==> src/hdl/bdlp_pkg.sv <==
`default_nettype none

package bdlp_pkg;

  // Stream payload widths, padded to whole bytes.
  localparam int unsigned IN_TDATA_W  = 8;
  localparam int unsigned OUT_TDATA_W = 8;

  // Configuration port geometry and register indexes.
  localparam int unsigned CFG_IDX_W  = 1;
  localparam int unsigned CFG_DATA_W = 16;
  localparam logic [CFG_IDX_W-1:0] REG_DEBOUNCE_MS = 1'b0;
  localparam logic [CFG_IDX_W-1:0] REG_HOLD_MS     = 1'b1;

  // Register reset values.
  localparam logic [CFG_DATA_W-1:0] DEBOUNCE_MS_RST = 16'd50;
  localparam logic [CFG_DATA_W-1:0] HOLD_MS_RST     = 16'd1000;

  // Default width of the elapsed-time counter.
  localparam int unsigned TIMER_WIDTH_DEF = 16;

  // Button state codes as they appear on the result stream.
  typedef enum logic [1:0] {
    PS_RELEASED = 2'd0,
    PS_PRESSED  = 2'd1,
    PS_HELD     = 2'd2
  } press_state_e;

  typedef struct packed {
    logic [CFG_DATA_W-1:0] debounce_ms;
    logic [CFG_DATA_W-1:0] hold_ms;
  } cfg_t;

  // Input item, last field in the lowest bit.
  typedef struct packed {
    logic read_ack;
    logic tick;
    logic raw_level;
  } in_item_t;

  // Result item, last field in the lowest bits.
  typedef struct packed {
    logic         new_data;
    press_state_e button_state;
  } result_t;

endpackage

`default_nettype wire

==> src/hdl/bdlp_cfg.sv <==
`default_nettype none

module bdlp_cfg (
  input  wire logic                              clk_i,
  input  wire logic                              rst_ni,
  input  wire logic                              cfg_we_i,
  input  wire logic [bdlp_pkg::CFG_IDX_W-1:0]    cfg_idx_i,
  input  wire logic [bdlp_pkg::CFG_DATA_W-1:0]   cfg_data_i,
  output bdlp_pkg::cfg_t                         cfg_o
);

  bdlp_pkg::cfg_t cfg_q;

  always_ff @(posedge clk_i or negedge rst_ni) begin
    if (!rst_ni) begin
      cfg_q.debounce_ms <= bdlp_pkg::DEBOUNCE_MS_RST;
      cfg_q.hold_ms     <= bdlp_pkg::HOLD_MS_RST;
    end else if (cfg_we_i) begin
      case (cfg_idx_i)
        bdlp_pkg::REG_DEBOUNCE_MS: cfg_q.debounce_ms <= cfg_data_i;
        bdlp_pkg::REG_HOLD_MS:     cfg_q.hold_ms     <= cfg_data_i;
        default: ;
      endcase
    end
  end

  assign cfg_o = cfg_q;

endmodule

`default_nettype wire

==> src/hdl/bdlp_core.sv <==
`default_nettype none

module bdlp_core #(
  parameter int unsigned TIMER_WIDTH = bdlp_pkg::TIMER_WIDTH_DEF
) (
  input  wire logic           clk_i,
  input  wire logic           rst_ni,
  input  wire logic           step_i,
  input  bdlp_pkg::in_item_t  item_i,
  input  bdlp_pkg::cfg_t      cfg_i,
  output bdlp_pkg::result_t   result_o
);

  // Comparisons run at the wider of the counter and the register width.
  localparam int unsigned CMP_W =
    (TIMER_WIDTH > bdlp_pkg::CFG_DATA_W) ? TIMER_WIDTH : bdlp_pkg::CFG_DATA_W;

  bdlp_pkg::press_state_e state_q, state_d;
  logic                   armed_q, armed_d;
  logic                   fresh_q, fresh_d;
  logic [TIMER_WIDTH-1:0] cnt_q, cnt_d;
  bdlp_pkg::result_t      result_q, result_d;

  logic                   pressed;
  logic [TIMER_WIDTH-1:0] cnt_tick;
  logic                   over_debounce;
  logic                   over_hold;
  logic                   fresh_upd;

  assign pressed  = ~item_i.raw_level;
  // The counter saturates at all ones.
  assign cnt_tick = (item_i.tick && (cnt_q != {TIMER_WIDTH{1'b1}}))
                  ? cnt_q + TIMER_WIDTH'(1) : cnt_q;
  assign over_debounce = CMP_W'(cnt_tick) > CMP_W'(cfg_i.debounce_ms);

  always_comb begin
    state_d   = state_q;
    armed_d   = armed_q;
    fresh_upd = fresh_q;
    cnt_d     = cnt_tick;
    over_hold = 1'b0;
    case (state_q)
      bdlp_pkg::PS_RELEASED, bdlp_pkg::PS_PRESSED: begin
        if ((state_q[0] != pressed) && over_debounce) begin
          state_d   = pressed ? bdlp_pkg::PS_PRESSED : bdlp_pkg::PS_RELEASED;
          fresh_upd = 1'b1;
          cnt_d     = '0;
          if (pressed) begin
            armed_d = 1'b1;
          end
        end
        // A fresh acceptance clears the counter, so the hold check then fails.
        over_hold = CMP_W'(cnt_d) > CMP_W'(cfg_i.hold_ms);
        if (pressed && armed_d && over_hold) begin
          state_d   = bdlp_pkg::PS_HELD;
          fresh_upd = 1'b1;
        end
      end
      bdlp_pkg::PS_HELD: begin
        if (!pressed && over_debounce) begin
          state_d   = bdlp_pkg::PS_RELEASED;
          fresh_upd = 1'b1;
          cnt_d     = '0;
          armed_d   = 1'b0;
        end
      end
      default: ;
    endcase
    result_d.button_state = state_d;
    result_d.new_data     = fresh_upd;
    fresh_d = item_i.read_ack ? 1'b0 : fresh_upd;
  end

  always_ff @(posedge clk_i or negedge rst_ni) begin
    if (!rst_ni) begin
      state_q <= bdlp_pkg::PS_RELEASED;
      armed_q <= 1'b0;
      fresh_q <= 1'b1;
      cnt_q   <= '0;
    end else if (step_i) begin
      state_q <= state_d;
      armed_q <= armed_d;
      fresh_q <= fresh_d;
      cnt_q   <= cnt_d;
    end
  end

  always_ff @(posedge clk_i) begin
    if (step_i) begin
      result_q <= result_d;
    end
  end

  assign result_o = result_q;

endmodule

`default_nettype wire

==> src/hdl/button_debounce_long_press.sv <==
`default_nettype none

// Channel  Direction  Payload (lowest bit first)                Transfer when
// s_axis   in         raw_level, tick, read_ack, zero pad        tvalid & tready
// m_axis   out        button_state[1:0], new_data, zero pad      tvalid & tready
// cfg      in         index 0 debounce_ms, 1 hold_ms             cfg_we_i high
//
// One item per clock is sustained while the result stream is ready. An item is
// registered at its input transfer, processed into the result register, and leaves from there.
// The input register takes a new item whenever it is empty or its content
// moves on in the same cycle, so a stalled result blocks intake only once both registers are full.
// Reset clears the valid flags and core state: released, disarmed, new-data set, counter at zero.

module button_debounce_long_press #(
  parameter int unsigned TIMER_WIDTH = bdlp_pkg::TIMER_WIDTH_DEF
) (
  input  wire logic                                 clk_i,
  input  wire logic                                 rst_ni,
  // Input stream.
  input  wire logic                                 s_axis_tvalid,
  output logic                                      s_axis_tready,
  // [0] raw_level, [1] tick, [2] read_ack, [7:3] zero.
  input  wire logic [bdlp_pkg::IN_TDATA_W-1:0]      s_axis_tdata,
  // Result stream.
  output logic                                      m_axis_tvalid,
  input  wire logic                                 m_axis_tready,
  // [1:0] button_state, [2] new_data, [7:3] zero.
  output logic [bdlp_pkg::OUT_TDATA_W-1:0]          m_axis_tdata,
  // Configuration write port.
  input  wire logic                                 cfg_we_i,
  input  wire logic [bdlp_pkg::CFG_IDX_W-1:0]       cfg_idx_i,
  input  wire logic [bdlp_pkg::CFG_DATA_W-1:0]      cfg_data_i
);

  localparam int unsigned RES_W = $bits(bdlp_pkg::result_t);
  localparam int unsigned ITEM_W = $bits(bdlp_pkg::in_item_t);

  bdlp_pkg::cfg_t     cfg;
  bdlp_pkg::in_item_t item_q;
  bdlp_pkg::result_t  result;
  logic               in_valid_q;
  logic               out_valid_q;
  logic               step;
  logic               in_xfer;

  bdlp_cfg u_cfg (
    .clk_i      (clk_i),
    .rst_ni     (rst_ni),
    .cfg_we_i   (cfg_we_i),
    .cfg_idx_i  (cfg_idx_i),
    .cfg_data_i (cfg_data_i),
    .cfg_o      (cfg)
  );

  // The item in the input register is processed when the result register
  // is free or its content leaves in this cycle.
  assign step          = in_valid_q && (!out_valid_q || m_axis_tready);
  assign s_axis_tready = !in_valid_q || step;
  assign in_xfer       = s_axis_tvalid && s_axis_tready;

  always_ff @(posedge clk_i or negedge rst_ni) begin
    if (!rst_ni) begin
      in_valid_q  <= 1'b0;
      out_valid_q <= 1'b0;
    end else begin
      if (s_axis_tready) begin
        in_valid_q <= s_axis_tvalid;
      end
      if (step) begin
        out_valid_q <= 1'b1;
      end else if (m_axis_tready) begin
        out_valid_q <= 1'b0;
      end
    end
  end

  always_ff @(posedge clk_i) begin
    if (in_xfer) begin
      item_q <= s_axis_tdata[ITEM_W-1:0];
    end
  end

  bdlp_core #(
    .TIMER_WIDTH (TIMER_WIDTH)
  ) u_core (
    .clk_i    (clk_i),
    .rst_ni   (rst_ni),
    .step_i   (step),
    .item_i   (item_q),
    .cfg_i    (cfg),
    .result_o (result)
  );

  assign m_axis_tvalid = out_valid_q;
  assign m_axis_tdata  = {{(bdlp_pkg::OUT_TDATA_W - RES_W){1'b0}}, result};

endmodule

`default_nettype wire

==> config.mk <==
export PLATFORM = sky130hd
export DESIGN_NAME = button_debounce_long_press
export DESIGN_NICKNAME = d
export VERILOG_FILES = /design/src/hdl/bdlp_pkg.sv /design/src/hdl/bdlp_cfg.sv /design/src/hdl/bdlp_core.sv /design/src/hdl/button_debounce_long_press.sv
export SDC_FILE = /design/constraint.sdc
export NUM_CORES = 1
export LEC_CHECK = 0
export ABC_CLOCK_PERIOD_IN_PS = 6490
export BUFFER_PORTS_ARGS = -buffer_cell sky130_fd_sc_hd__buf_4
export CAP_MARGIN = 20
export CORE_ASPECT_RATIO = 0.6
export CORE_UTILIZATION = 50
export CTS_CLUSTER_SIZE = 25
export DETAILED_ROUTE_END_ITERATION = 7
export PLACE_DENSITY = 0.82
export SETUP_SLACK_MARGIN = 0.5
export SYNTH_ARGS = -nofsm -noshare
export SYNTH_HDL_FRONTEND = slang
export SYNTH_SLANG_ARGS = --single-unit
==> constraint.sdc <==
create_clock -name clk_i -period 6.49 [get_ports clk_i]
set_input_delay 0.649 -clock clk_i [delete_from_list [all_inputs] [get_ports clk_i]]
set_output_delay 0.649 -clock clk_i [all_outputs]
set_load 0.005 [all_outputs]
==> out/summary.md <==
The proportion of netlist area held by the largest area contributor works out to 29.0%. At the pin with the least slew margin, the transition time is 0.930 ns. Of all flip-flops after synthesis, the portion carrying an async set or reset was 90.0%. After clock tree synthesis, the clock-pin slew on the worst setup and hold paths is 0.06 ns.

The via count of the first global-routing pass came out at 2,861. Row generation in the floorplan step produced 24 rows. For the maximum level of the CTS H-tree, the log shows 3.

The worst setup path is launched from a flip-flop. The synthesized netlist contains 57 unique library cells. The highest net fanout along the worst path is 14. Counting flops and latches in the post-synthesis netlist gives 60.

On the worst path, the slowest cell contributes a delay of 0.63 ns. Most common flop cell mapped by yosys: sky130_fd_sc_hd__dfrtp_1. The end-of-flow core utilization is 61.1%. The post-route netlist has 20.7% of its cells at a drive strength greater than 1. The min-delay analysis places its worst path in the category input pin to async pin. STA classifies the critical path endpoint as a flip-flop. The synthesized design contains 6 enable-type register cells.

The cell at the slowest stage of the critical path is sky130_fd_sc_hd__or4_4. The first global-routing pass estimated 13,600 µm of wire. Buffers placed on the I/O ports in this run total 29. Setup repair after global routing left no endpoint under its margin.

The tools report the total of fill cells in the finished design as 599. In the routed design, unresolved DRC markers number 0. The number of antenna diodes in the final layout is 0. The area of the placeable core came out at 0.00730 mm².

In this run the cell area measured after placement is 0.00409 mm². The initial utilization of the core area, before any placement, comes to 52.0%. For this design, the sink count on the clock tree is 60. Sequential elements use 40.7% of the synthesized area. After global routing the overflow that remains totals 0. Summing over every cut layer, the via total after detailed routing is 2,944. The logs give 0 ns for the final-layout setup total negative slack and 0.34 ns for the insertion delay to the later sink of the worst-skew pair. TritonCTS built the clock tree. The number of buffers inserted during clock tree synthesis was 9. The maximum number of pins on one net before global-route repair came out at 55.

The count of antenna-violating nets left after detailed routing came out at 0. The run finished with clean final reports. The run gives 8190 µm as the final wirelength. In this run the deepest clock path goes through 2 buffers. The commonest cells after synthesis are sky130_fd_sc_hd__dfrtp_1 (44), sky130_fd_sc_hd__inv_1 (44), sky130_fd_sc_hd__nand2_1 (41), sky130_fd_sc_hd__ha_1 (33), sky130_fd_sc_hd__o21ai_0 (27).

The logs give 38.0% for the tightest slew margin relative to the limit and 4 for the count of TritonRoute iterations in the first routing pass. From left edge to right edge, the die measures 114 µm. The final standard cell area without fillers was 0.00446 mm². Relative to the synthesized area, the layout overhead comes to 17.4%. The final count of hold timing violations came out at 0. Across the run, the number of max-cap violations was 0. The average instance in the mapped netlist occupies 9.51 µm². The logs give 0 for the initial antenna violation count and 0 for the warning count from the yosys run.

The logs give 2.16 nW for the leakage power figure and 399 for the number of cells produced by synthesis. The logs give 0.00379 mm² for the total standard cell area after synthesis and 22.5% for the total global routing track utilization. Summed over all nets, the half-perimeter wirelength after detailed placement is 6050 µm. The critical path class is flip-flop to flip-flop.

Clock skew on the completed layout was measured at 0.00664 ns. The run gives 0 as the final max-slew violation count. Sorting the synthesized cells by area gives the leading types as sky130_fd_sc_hd__dfrtp_1 (29%), sky130_fd_sc_hd__ha_1 (11%), sky130_fd_sc_hd__dfstp_2 (6.9%), sky130_fd_sc_hd__mux2_2 (5.0%), sky130_fd_sc_hd__edfxtp_1 (4.7%). The share of the clock period used by the worst path after layout is 86.5%, and the highest ir drop seen on vdd is 0.186 mV. Counting I/O delays and the setup requirement, the final critical path takes 5.61 ns. The detailed router's first-iteration violation count is 268, and the final count of negative-setup-slack endpoints is 0. The upper clock frequency limit is 0.178 GHz. The library cell with the largest summed area after synthesis was sky130_fd_sc_hd__dfrtp_1.

STA puts the critical path data required time at 6.57 ns. The die footprint was 0.00795 mm²; the count of boundary I/O pins was 40. Traced cell by cell, the critical path runs through nand3_1, or2_1, a2111o_1, nor3_2, xnor2_1, inv_1, ha_1, nand4_1, or4_4, a31oi_2, buf_4, and2_4, nor2_1, ha_1, nand4_1, nor4_4, a21boi_2, o31a_1, a22o_1, a21oi_1. In this run the power density over the cells is 273 mW/mm². The layout net count was 492; the mean routed wirelength per cell was 15.2 µm. The congestion estimate from routability-driven global placement came to 0.920. The via count normalized by instance count was 5.47. STA puts the critical path data arrival time at 5.69 ns. In this run the clock root is driven by a sky130_fd_sc_hd__clkbuf_16. Measured along the y axis, the die boundary spans 69.5 µm.
[state kept, by name (all words and copies together) (netlist names)]
| signal | cells |
|---|---|
| u_cfg.cfg_o | 32 |
| u_core.cnt_q | 16 |
| item_q | 3 |
| u_core.result_o | 3 |
| u_core.state_q | 2 |
| in_valid_q | 1 |
| m_axis_tvalid | 1 |
| u_core.armed_q | 1 |
| u_core.fresh_q | 1 |
[cell usage in the layout, fill, tap and decap left out, drive strengths merged, types with 6 or more instances in the layout]
| cell type | n |
|---|---|
| inv | 44 |
| dfrtp | 44 |
| nand2 | 41 |
| ha | 33 |
| buf | 32 |
| o21ai | 29 |
| nor2 | 21 |
| mux2 | 17 |
| a21oi | 16 |
| dfstp | 10 |
| nand3 | 9 |
| clkbuf | 9 |
| nor2b | 9 |
| xnor2 | 8 |
| o31ai | 8 |
| nor3 | 8 |
| xor2 | 7 |
| a22o | 7 |
| edfxtp | 6 |
[worst paths after layout]
| kind | cells after the start | from | slack [ns] | end |
|---|---|---|---|---|
| min in group clk_i | 1 | in_valid_q | 0.48 | m_axis_tvalid |
| hold reg to reg | 1 | in_valid_q | 0.48 | m_axis_tvalid |
| setup / recovery | 20 | u_core.cnt_q[4] | 0.88 | u_core.result_o[0] |
| hold / removal | 1 | rst_ni | 0.36 | u_cfg.cfg_o[13] |
| max in group asynchronous | 1 | rst_ni | 5.67 | u_core.cnt_q[0] |
| setup reg to reg | 20 | u_core.cnt_q[4] | 0.88 | u_core.result_o[0] |
[critical path: cells and delay by family (launching register included)]
family / cells / cell delay [ns]
flip-flops: 1 / 0.47
AND/OR/NAND/NOR: 9 / 2.45
adder cells (fa/ha/maj): 2 / 0.64
AO/OA/AOI/OAI: 6 / 1.31
XOR/XNOR: 1 / 0.19
buffers and inverters: 2 / 0.30
[through the flow]
step	setup WS, ns	std cells	total power (W)	hold WS, ns
floorplan	1.50	403	0.000626	0.353
global placement	0.702	522	0.000684	0.461
detailed placement	0.590	522	0.000699	0.474
CTS	0.543	538	0.00122	0.381
global route	0.545	538	0.00129	0.418
finish	0.879	538	0.00122	0.362
[cell type report]
| cell class | instances | area, µm² | area share (%) |
|---|---|---|---|
| tap | 104 | 130 | 2.92 |
| clock buffer | 9 | 225 | 5.05 |
| multi-input combinational | 281 | 2050 | 45.9 |
| sequential | 60 | 1540 | 34.7 |
| inverter | 45 | 169 | 3.79 |
| clock inverter | 7 | 101 | 2.27 |
| timing repair buffer | 32 | 240 | 5.39 |
[cell families after synthesis]
family,Yosys count,synth area share (%)
other cells,1,0.0988
simple gates,116,15.2
xor+xnor,15,3.46
fa+ha+maj,33,10.9
compound gates,92,16.9
flops,60,40.7
mux,20,5.84
buf+inv,62,6.89
[routing by layer]
layer | global-route usage, % | share of wire (%) | up-vias
met5 | 0 | 0 | -
met1 | 32.2 | 50 | 1415
met2 | 32.7 | 43 | 76
met4 | 7.36 | 1.4 | 0
met3 | 6.47 | 5.8 | 12
li1 | - | - | 1441
[what timing repair did]
action                     4_1_cts  5_1_grt
setup endpoints to repair        0        6
gates resized for setup          0        9
hold buffers                     0        0
setup buffers                    0        0
[power by group]
group / internal [W] / total [W] / switching, W
sequential: 0.000428 / 0.000462 / 0.0000334
clock: 0.000337 / 0.000518 / 0.000181
combinational: 0.000103 / 0.000237 / 0.000134
Note: power is estimated with default switching activity, not from simulation.
